`src/hdl/lef_pkg.sv`:
```
// Shared constants, register indexes and types of the 3x3 Laplacian edge filter.
package lef_pkg;

   localparam int MAX_WIDTH_DEF  = 2048;
   localparam int MIN_DIM        = 3;

   localparam int PIX_W          = 8;
   localparam int COL_OUT_W      = 11;
   localparam int ROW_W          = 16;
   localparam int FRAME_WIDTH_W  = 12;
   localparam int FRAME_HEIGHT_W = 16;
   localparam int CSR_DATA_W     = 16;
   localparam int CSR_ADDR_W     = 2;

   // register indexes on the csr port
   localparam logic [CSR_ADDR_W-1:0] CSR_CENTER_WEIGHT = 2'd0;
   localparam logic [CSR_ADDR_W-1:0] CSR_FRAME_WIDTH   = 2'd1;
   localparam logic [CSR_ADDR_W-1:0] CSR_FRAME_HEIGHT  = 2'd2;

   localparam logic signed [PIX_W-1:0]        CENTER_WEIGHT_RST = 8'sd8;
   localparam logic [FRAME_WIDTH_W-1:0]       FRAME_WIDTH_RST   = 12'd640;
   localparam logic [FRAME_HEIGHT_W-1:0]      FRAME_HEIGHT_RST  = 16'd480;

   // result queue depth, power of two
   localparam int RSP_DEPTH = 4;

   // 3x3 red window; index 4 is the center, 2/5/8 the newest column
   typedef logic [8:0][PIX_W-1:0] window_type;

   typedef struct packed {
      logic [COL_OUT_W-1:0] col;
      logic [ROW_W-1:0]     row;
      logic [PIX_W-1:0]     red;
      logic [PIX_W-1:0]     green;
      logic [PIX_W-1:0]     blue;
      logic                 last;
   } rsp_item_type;

   typedef struct packed {
      rsp_item_type first;
      logic         first_en;
      rsp_item_type second;
      logic         second_en;
   } rsp_push_type;

endpackage

```
`src/hdl/lef_kernel.sv`:
```
// Window shift and Laplacian magnitude with clamp to 8 bits.
module lef_kernel (
   input  lef_pkg::window_type             win,
   input  logic [lef_pkg::PIX_W-1:0]       up,
   input  logic [lef_pkg::PIX_W-1:0]       lo,
   input  logic [lef_pkg::PIX_W-1:0]       red,
   input  logic signed [lef_pkg::PIX_W-1:0] center_weight,
   output lef_pkg::window_type             win_next,
   output logic [lef_pkg::PIX_W-1:0]       mag
);

   logic [10:0]        nb_sum;
   logic signed [16:0] prod;
   logic signed [17:0] acc;
   logic [17:0]        acc_abs;

   always_comb begin
      win_next[0] = win[1];
      win_next[1] = win[2];
      win_next[2] = up;
      win_next[3] = win[4];
      win_next[4] = win[5];
      win_next[5] = lo;
      win_next[6] = win[7];
      win_next[7] = win[8];
      win_next[8] = red;
   end

   assign nb_sum = 11'(win_next[0]) + 11'(win_next[1]) + 11'(win_next[2])
                 + 11'(win_next[3]) + 11'(win_next[5]) + 11'(win_next[6])
                 + 11'(win_next[7]) + 11'(win_next[8]);

   assign prod    = center_weight * $signed({1'b0, win_next[4]});
   assign acc     = {prod[16], prod} - $signed({7'b0, nb_sum});
   assign acc_abs = acc[17] ? 18'(-acc) : 18'(acc);
   assign mag     = (acc_abs > 18'd255) ? 8'hFF : acc_abs[7:0];

endmodule

```
`config.mk`:
```
export PLATFORM = sky130hd
export DESIGN_NAME = lef_kernel
export DESIGN_NICKNAME = d
export VERILOG_FILES = /design/src/hdl/lef_pkg.sv /design/src/hdl/lef_kernel.sv
export SDC_FILE = /design/constraint.sdc
export NUM_CORES = 1
export LEC_CHECK = 0
export ABC_AREA = 1
export BUFFER_PORTS_ARGS = -buffer_cell sky130_fd_sc_hd__buf_2
export CAP_MARGIN = 20
export CORE_MARGIN = 5
export CORE_UTILIZATION = 32
export DETAILED_ROUTE_END_ITERATION = 8
export GPL_ROUTABILITY_DRIVEN = 0
export PLACE_DENSITY = 0.58
export SYNTH_ARGS = -nofsm -noshare
export SYNTH_HDL_FRONTEND = slang
export SYNTH_SLANG_ARGS = --single-unit
```
`constraint.sdc`:
```
create_clock -name vclk -period 23.4
set_input_delay 4.68 -clock vclk [all_inputs]
set_output_delay 4.68 -clock vclk [all_outputs]
set_load 0.02 [all_outputs]
```
==> flow_metrics.tcl <==
set metrics [dict create \
    synth_cells 826 \
    antenna_found_initial 0 \
    clkbuf_count 0 \
    netlist_area_sq_mm 0.00583 \
    die_h_um 145 \
    cp_max_stage_cell "sky130_fd_sc_hd__fa_1" \
    synth_top_cells_by_count "230 x sky130_fd_sc_hd__inv_1, 177 x sky130_fd_sc_hd__nand2_1, 93 x sky130_fd_sc_hd__fa_1" \
    cp-end-kind "output pin" \
    fraction_of_final_layout_cells_with_drive_strength_greater_than_1 0.224 \
    design.seq.count 0 \
    max_clock_freq_ghz 0.0551 \
    synth_most_common_cell "sky130_fd_sc_hd__inv_1" \
    max_cap_viols 0 \
    number_of_distinct_library_cell_variants_in_the_gate_level_netlist_after_synthesis 31 \
    cts_setup_buffers 0 \
    detail_route.vias_per_cell 4.19 \
    synth_largest_area_cell "sky130_fd_sc_hd__fa_1" \
    wl_um 11300 \
    number_of_i_o_port_buffers 160 \
    post_synth_main_area_contributors "sky130_fd_sc_hd__fa_1 32%, sky130_fd_sc_hd__ha_1 15%, sky130_fd_sc_hd__inv_1 15%, sky130_fd_sc_hd__nand2_1 11%, sky130_fd_sc_hd__buf_4 9.4%" \
    initialDrtViolationCount 171 \
    place.detailed.hpwl_um 10700 \
    initial_util 0.324 \
    post-route-period-util 0.775 \
    first_pass_grt_wire_length_um 20600 \
    vias 4723 \
    globalRoute.totalOverflow 0 \
    timing.setup.tns_ns 0 \
    fp.dieW_um 145 \
    post_synth_net_total 1094 \
    synth.yosys.warnings 0 \
    hold_viol 0 \
    slew_viol_final 0 \
    seq_cell_area_sq_um 0 \
    area.growth.synth_to_final_pct 8.29 \
    synth.top_cell.area_share 0.319 \
    cts-resized-gates 0 \
    grt_setup_unrepaired "no" \
    drt_first_pass_iters 4 \
    synth_seq_area_share 0 \
    drt.antenna.violating_nets 0 \
    wl_per_cell_um 10.1 \
    ctsHoldBuffers 0 \
    worstPathMaxFanout 18 \
    setup.worst_path.start_class "primary input" \
    worst_ep_arrival_time_ns 13.47 \
    net_count_of_the_finished_layout 1168 \
    slowest_delay_ns 0.55 \
    fp.coreArea_sq_mm 0.0180 \
    setup.worst_path.class "primary input to output pin" \
    first_global_vias 4833 \
    grt_use_total 0.109 \
    design.portCount 184 \
    maximum_number_of_pins_on_one_net_before_global_route_repair 19 \
    whs_path_depth 2 \
    postSynthAreaPerCell_sq_um 7.06 \
    diodes 0 \
    hp-class "primary input to output pin" \
    drc_errors 0 \
    setup_viol 0 \
    outcome "complete, no violations" \
    critPathRequiredTime_ns 18.72 \
    row_count 49 \
    die_area_sq_mm 0.0210 \
    layout_min_cycle_time_ns 18.15 \
]
per-layer routing:
metal / global-route usage / vias to the layer above / wire length, um
li1: - / 2466 / -
met1: 0.144 / 2166 / 5090
met2: 0.204 / 91 / 5670
met3: 0.0106 / 0 / 590
met4: 0 / 0 / 0
met5: 0 / - / 0
layout by cell type (no fill, tap or decap):
cell type and instances:
sky130_fd_sc_hd__nor2_4 4, sky130_fd_sc_hd__a21oi_1 13, sky130_fd_sc_hd__nand3_2 5, sky130_fd_sc_hd__nor2_1 35
sky130_fd_sc_hd__ha_1 71, sky130_fd_sc_hd__or3_1 1, sky130_fd_sc_hd__o21ai_2 1, sky130_fd_sc_hd__clkinv_1 3
sky130_fd_sc_hd__nor3_1 2, sky130_fd_sc_hd__o21bai_1 1, sky130_fd_sc_hd__nand3_1 37, sky130_fd_sc_hd__xor2_1 11
sky130_fd_sc_hd__nand2_2 12, sky130_fd_sc_hd__o21ai_0 6, sky130_fd_sc_hd__conb_1 1, sky130_fd_sc_hd__nand2_1 177
sky130_fd_sc_hd__nand2_4 1, sky130_fd_sc_hd__inv_1 230, sky130_fd_sc_hd__or2_2 5, sky130_fd_sc_hd__nand3b_1 2
sky130_fd_sc_hd__o21ai_1 2, sky130_fd_sc_hd__xnor2_1 3, sky130_fd_sc_hd__inv_2 6, sky130_fd_sc_hd__fa_1 93
sky130_fd_sc_hd__a21boi_1 1, sky130_fd_sc_hd__a21oi_2 1, sky130_fd_sc_hd__nand4_1 6, sky130_fd_sc_hd__buf_2 160
sky130_fd_sc_hd__nor2_2 6, sky130_fd_sc_hd__and2_1 2
critical path: cells and delay by family:
family          cells  cell delay, ns
buf+inv            12            0.87
fa+ha+maj          12            5.41
compound gates      5            0.91
simple gates       14            1.55
stage by stage:
stage                     cells  instance area (sq um)  hold WS [ns]  worst slack (ns)   util
final                      1127                   6310          9.59              5.25  0.351
after global routing       1127                   6310          9.60              4.58  0.351
after floorplan             826                   5830          9.47              6.22      -
after CTS                  1127                   6310          9.59              5.17  0.351
after detailed placement   1127                   6310          9.59              5.20  0.351
after global placement     1127                   6310          9.60              5.21  0.351
cells by family (layout without fill, tap and decap cells):
group,count (synthesis),count (layout),share of synthesized area
compound gates,25,25,0.0236
xor+xnor,14,14,0.0210
fa+ha+maj,164,164,0.472
buf+inv,327,399,0.258
other cells,1,1,0.000643
simple gates,295,295,0.225
worst paths after layout:
| path | from | endpoint | slack [ns] |
|---|---|---|---|
| max | win[10] | mag[2] | 5.25 |
| min | win[17] | win_next[9] | 9.59 |
layout make-up:
class	count	area, sq um
Tap cell	229	287
Fill cell	1994	11700
Timing Repair Buffer	160	801
Multi-Input combinational cell	499	4330
Inverter	239	897
Power is left out: the tool's default activity adds up to more than one toggle a clock period on the data nets, which glitch-free logic cannot reach.
