File: src/hdl/lef_pkg.sv
// Shared constants, register indexes and types of the 3x3 Laplacian edge filter.
package lef_pkg;

   localparam int MAX_WIDTH_DEF  = 2048;
   localparam int MIN_DIM        = 3;

   localparam int PIX_W          = 8;
   localparam int COL_OUT_W      = 11;
   localparam int ROW_W          = 16;
   localparam int FRAME_WIDTH_W  = 12;
   localparam int FRAME_HEIGHT_W = 16;
   localparam int CSR_DATA_W     = 16;
   localparam int CSR_ADDR_W     = 2;

   // register indexes on the csr port
   localparam logic [CSR_ADDR_W-1:0] CSR_CENTER_WEIGHT = 2'd0;
   localparam logic [CSR_ADDR_W-1:0] CSR_FRAME_WIDTH   = 2'd1;
   localparam logic [CSR_ADDR_W-1:0] CSR_FRAME_HEIGHT  = 2'd2;

   localparam logic signed [PIX_W-1:0]        CENTER_WEIGHT_RST = 8'sd8;
   localparam logic [FRAME_WIDTH_W-1:0]       FRAME_WIDTH_RST   = 12'd640;
   localparam logic [FRAME_HEIGHT_W-1:0]      FRAME_HEIGHT_RST  = 16'd480;

   // result queue depth, power of two
   localparam int RSP_DEPTH = 4;

   // 3x3 red window; index 4 is the center, 2/5/8 the newest column
   typedef logic [8:0][PIX_W-1:0] window_type;

   typedef struct packed {
      logic [COL_OUT_W-1:0] col;
      logic [ROW_W-1:0]     row;
      logic [PIX_W-1:0]     red;
      logic [PIX_W-1:0]     green;
      logic [PIX_W-1:0]     blue;
      logic                 last;
   } rsp_item_type;

   typedef struct packed {
      rsp_item_type first;
      logic         first_en;
      rsp_item_type second;
      logic         second_en;
   } rsp_push_type;

endpackage

File: src/hdl/lef_rsp_fifo.sv
// Small result queue: takes up to two results a cycle, hands out one per transfer.
module lef_rsp_fifo (
   input  logic                  clock,
   input  logic                  reset,
   input  lef_pkg::rsp_push_type push,
   output logic                  room,
   output logic                  rsp_valid,
   input  logic                  rsp_stall,
   output lef_pkg::rsp_item_type head
);

   localparam int PTR_W = $clog2(lef_pkg::RSP_DEPTH);
   localparam int CNT_W = $clog2(lef_pkg::RSP_DEPTH + 1);

   lef_pkg::rsp_item_type entry_ff [lef_pkg::RSP_DEPTH];
   logic [PTR_W-1:0] wr_ptr_ff, wr_ptr_in;
   logic [PTR_W-1:0] rd_ptr_ff, rd_ptr_in;
   logic [CNT_W-1:0] count_ff, count_in;
   logic [1:0]       push_n;
   logic             pop;

   assign push_n    = 2'(push.first_en) + 2'(push.second_en);
   assign rsp_valid = (count_ff != '0);
   assign pop       = rsp_valid && !rsp_stall;
   assign head      = entry_ff[rd_ptr_ff];
   // room for a full pair, regardless of this cycle's pop
   assign room      = (count_ff <= CNT_W'(lef_pkg::RSP_DEPTH - 2));

   assign wr_ptr_in = wr_ptr_ff + PTR_W'(push_n);
   assign rd_ptr_in = rd_ptr_ff + PTR_W'(pop);
   assign count_in  = count_ff + CNT_W'(push_n) - CNT_W'(pop);

   always_ff @(posedge clock) begin
      if (reset) begin
         wr_ptr_ff <= '0;
         rd_ptr_ff <= '0;
         count_ff  <= '0;
      end else begin
         wr_ptr_ff <= wr_ptr_in;
         rd_ptr_ff <= rd_ptr_in;
         count_ff  <= count_in;
      end
   end

   always_ff @(posedge clock) begin
      if (push.first_en) begin
         entry_ff[wr_ptr_ff] <= push.first;
      end
      if (push.second_en) begin
         entry_ff[wr_ptr_ff + PTR_W'(1)] <= push.second;
      end
   end

endmodule

File: config.mk
export PLATFORM = sky130hd
export DESIGN_NAME = lef_rsp_fifo
export DESIGN_NICKNAME = d
export VERILOG_FILES = /design/src/hdl/lef_pkg.sv /design/src/hdl/lef_rsp_fifo.sv
export SDC_FILE = /design/constraint.sdc
export NUM_CORES = 1
export LEC_CHECK = 0
export BUFFER_PORTS_ARGS = -buffer_cell sky130_fd_sc_hd__buf_2
export CAP_MARGIN = 10
export CORE_AREA = 2 2 212 172
export DETAILED_ROUTE_END_ITERATION = 8
export DIE_AREA = 0 0 214 174
export PLACE_DENSITY_LB_ADDON = 0.15
export SKIP_CTS_REPAIR_TIMING = 1
export SYNTH_ARGS = -nofsm -noshare
export SYNTH_HDL_FRONTEND = slang
export SYNTH_SLANG_ARGS = --single-unit
File: constraint.sdc
create_clock -name clock -period 6.2 [get_ports clock]
set_input_delay 0.62 -clock clock [delete_from_list [all_inputs] [get_ports clock]]
set_output_delay 0.62 -clock clock [all_outputs]
set_load 0.01 [all_outputs]
==> metrics.csv <==
stage,metric,value,unit
outcome,status,"complete, no violations",
setup_path,crit path max fanout,33,
setup_path,Critical Path AT,2710,ps
logic_synthesis,post-synth top area share,0.601,
power_and_ir_drop,Pwr Total,4.37,mW
logic_synthesis,most frequent cells after synthesis,"edfxtp_1, mux2_2, mux4_2",
flow_run,Max-cap violations,0,
logic_synthesis,Post-Syn Instances,545,
sta,final setup skew,18.3,ps
setup_path,crit end category,output port,
setup_path,Setup crit start kind,flip-flop,
global_route,routing usage on met3,0.0422,
logic_synthesis,yosys warns,0,
global_route,number of global-route vias before repair,6499,
sta,Final setup violation count,0,
logic_synthesis,Synth Flop Type,edfxtp_1,
sta,RSZ-0062 raised after global routing,no,
route,Routed WL per cell,22.1,um
clock_network,CTS Buf Count,25,
logic_synthesis,Post-synth EDFFs,208,
setup_path,critical path class,reg2out,
global_route,met1 Usage GRT,0.169,
finish,Post-Layout Cell Count,1203,
clock_network,Worst-path clk slew,60,ps
global_route,global-route wire length before repair,39900,um
clock_network,clk sinks,215,
setup_path,reg2reg end,entry_ff[0][15]$_DFFE_PP_,
setup_path,CP peak stage delay,700,ps
die,core box area,35300,sq um
sta,Tcrit/Tclk final,0.537,
die,Die X,214,um
die,die area,37200,sq um
route,Avg Vias per Cell,4.76,
place,Final GP Congestion,0.719,
finish,layout cells sized above 1,0.645,
die,Initial Utilization,0.294,
power_and_ir_drop,Pleak,4.32,nW
global_route,pin count of the biggest net entering global routing,54,
place,HPWL after DPL,14800,um
power_and_ir_drop,PwrDens,352,nW/um^2
die,DIE HEIGHT,174,um
route,total wire length,26600,um
worst_hold_path,HP Class,in2reg,
setup_path,FF-to-FF path depth,3,
route,DRT Pass-1 Iters,4,
sta,Setup TNS,0,ps
setup_path,reg2reg start,wr_ptr_ff[1]$_SDFF_PP0_,
logic_synthesis,"flops & latches, synth",215,
clock_network,H-tree levels,1,
sta,Final Hold Fails,0,
finish,synth-to-layout area growth,19.6,%
sta,measured slew at the worst slew-check pin,1160,ps
route,drc violations,0,
place,IO Port Bufs,162,
global_route,Most Crowded Layer GR,met2,
logic_synthesis,"count leader, synth",edfxtp_1,
power_and_ir_drop,maximum VDD drop,0.000188,V
logic_synthesis,net count after synthesis,661,
route,via count,5730,
sta,Worst slew margin,0.222,
worst_hold_path,Min-Delay Endpoint,rd_ptr_ff[1]$_SDFF_PP0_,
logic_synthesis,Yosys cell types,24,
sta,Slew Limit Fails,0,
worst_hold_path,hold depth,2,
logic_synthesis,post-synthesis sequential area ratio,0.615,
global_route,GR Overflow Total,0,
setup_path,Worst path slowest cell,buf_4,
finish,final-stage net count,824,
sta,Highest Clock Rate,300,MHz
global_route,initial antenna violation count,8,
route,DRT iter0 DRCs,215,
sta,minimum clock period,3330,ps
logic_synthesis,"Async S/R FF share, synth",0,
logic_synthesis,largest cells by area after synthesis,"edfxtp_1, mux2_2, mux4_2",
logic_synthesis,Netlist Area Pre-Place,10400,sq um
logic_synthesis,Syn Area/Cell,19.1,sq um
clock_network,worst skew pair latency,530,ps
place,Placed Cells,1161,
clock_network,deepest clock path buffer count,3,
die,I/O Pins,163,
global_route,met2 Use GR,0.258,
setup_path,CP Cell Sequence,buf_4 > mux4_2 > buf_2,
die,cell row count,62,
clock_network,CTS tree,built,
setup_path,Worst Path Required,5580,ps
setup_path,R2R Setup Slk,3260,ps
logic_synthesis,largest area contributor in the netlist,edfxtp_1,
route,Detail Route Antenna Nets,0,
worst_hold_path,min-delay src,reset,
clock_network,CTS root buf,clkbuf_16,
global_route,GR Util All Layers,0.143,
worst max path at each step:
stage / slack, ps / end / startpoint
after floorplan: 1310 / entry_ff[0][0]$_DFFE_PP_ / push[53]
after global placement: 3080 / entry_ff[0][31]$_DFFE_PP_ / push[0]
after detailed placement: 3100 / entry_ff[0][23]$_DFFE_PP_ / push[0]
after CTS: 2710 / head[39] / rd_ptr_ff[0]$_SDFF_PP0_
after global routing: 2620 / head[39] / rd_ptr_ff[0]$_SDFF_PP0_
final: 2870 / head[40] / rd_ptr_ff[0]$_SDFF_PP0_
metrics by stage:
stage | utilization | hold WS [ps] | setup WS (ps) | instance area (sq um)
6_report | 0.352 | 354 | 2870 | 12400
5_1_grt | 0.352 | 332 | 2620 | 12400
4_1_cts | 0.352 | 320 | 2710 | 12400
3_5_place_dp | 0.332 | 651 | 3100 | 11700
3_3_place_gp | 0.332 | 586 | 3080 | 11700
2_1_floorplan | - | 554 | 1310 | 10400
area by class of cell:
class | instances | area (sq um)
Timing Repair Buffer | 170 | 871
Tap cell | 480 | 601
Antenna cell | 2 | 5.00
Clock buffer | 31 | 648
Sequential cell | 215 | 6390
Multi-Input combinational cell | 290 | 3840
Clock inverter | 9 | 45.0
Fill cell | 3368 | 22900
Inverter | 6 | 22.5
layout by cell type, fill, tap and decap left out:
master / synthesis / routed
inv_1: 6 / 6
mux2_1: 4 / 4
nor2b_1: 4 / 4
mux2i_1: 1 / 1
o21ai_4: 0 / 2
mux2_2: 204 / 204
buf_4: 0 / 8
diode_2: 0 / 2
xnor2_1: 1 / 1
ha_1: 6 / 6
inv_6: 0 / 1
a21oi_1: 1 / 1
fa_1: 1 / 1
clkinv_2: 0 / 5
xnor3_1: 1 / 1
or3_1: 1 / 1
nand3_4: 0 / 1
edfxtp_1: 208 / 208
xor3_1: 1 / 1
nand3b_1: 2 / 2
nor2_1: 6 / 4
mux4_2: 52 / 52
dfxtp_4: 0 / 2
clkbuf_1: 5 / 6
clkbuf_16: 0 / 25
clkinv_1: 0 / 3
nor2_4: 0 / 2
buf_2: 24 / 162
nor3b_4: 1 / 1
dfxtp_1: 7 / 5
nand2b_1: 1 / 1
cells by family after synthesis:
family / synth area share
simple gates: 0.00951
mux: 0.339
fa+ha+maj: 0.00915
compound gates: 0.00144
flops: 0.615
xor+xnor: 0.00530
buf+inv: 0.0210
where the power goes:
group          internal, mW  switching [mW]
Sequential             1.84           0.118
Combinational         0.562           0.555
Clock                 0.731           0.559
registers in the layout, summed over array words and instances, names as in the netlist:
name / count
wr_ptr_ff: 2
count_ff: 3
entry_ff: 208
rd_ptr_ff: 2
per-layer routing:
layer,share of wire,vias to the layer above,wire [um]
met5,0.0027,-,71
met4,0.022,12,589
met3,0.057,52,1520
met2,0.51,150,13600
met1,0.41,2954,10800
li1,-,2562,-
worst max-delay path: cells and delay by family, from the launching register on:
| kind | cells | cell delay, ps |
|---|---|---|
| buffers and inverters | 2 | 860 |
| DFF | 1 | 650 |
| muxes | 1 | 630 |
Power figures use the tool's default switching activity.
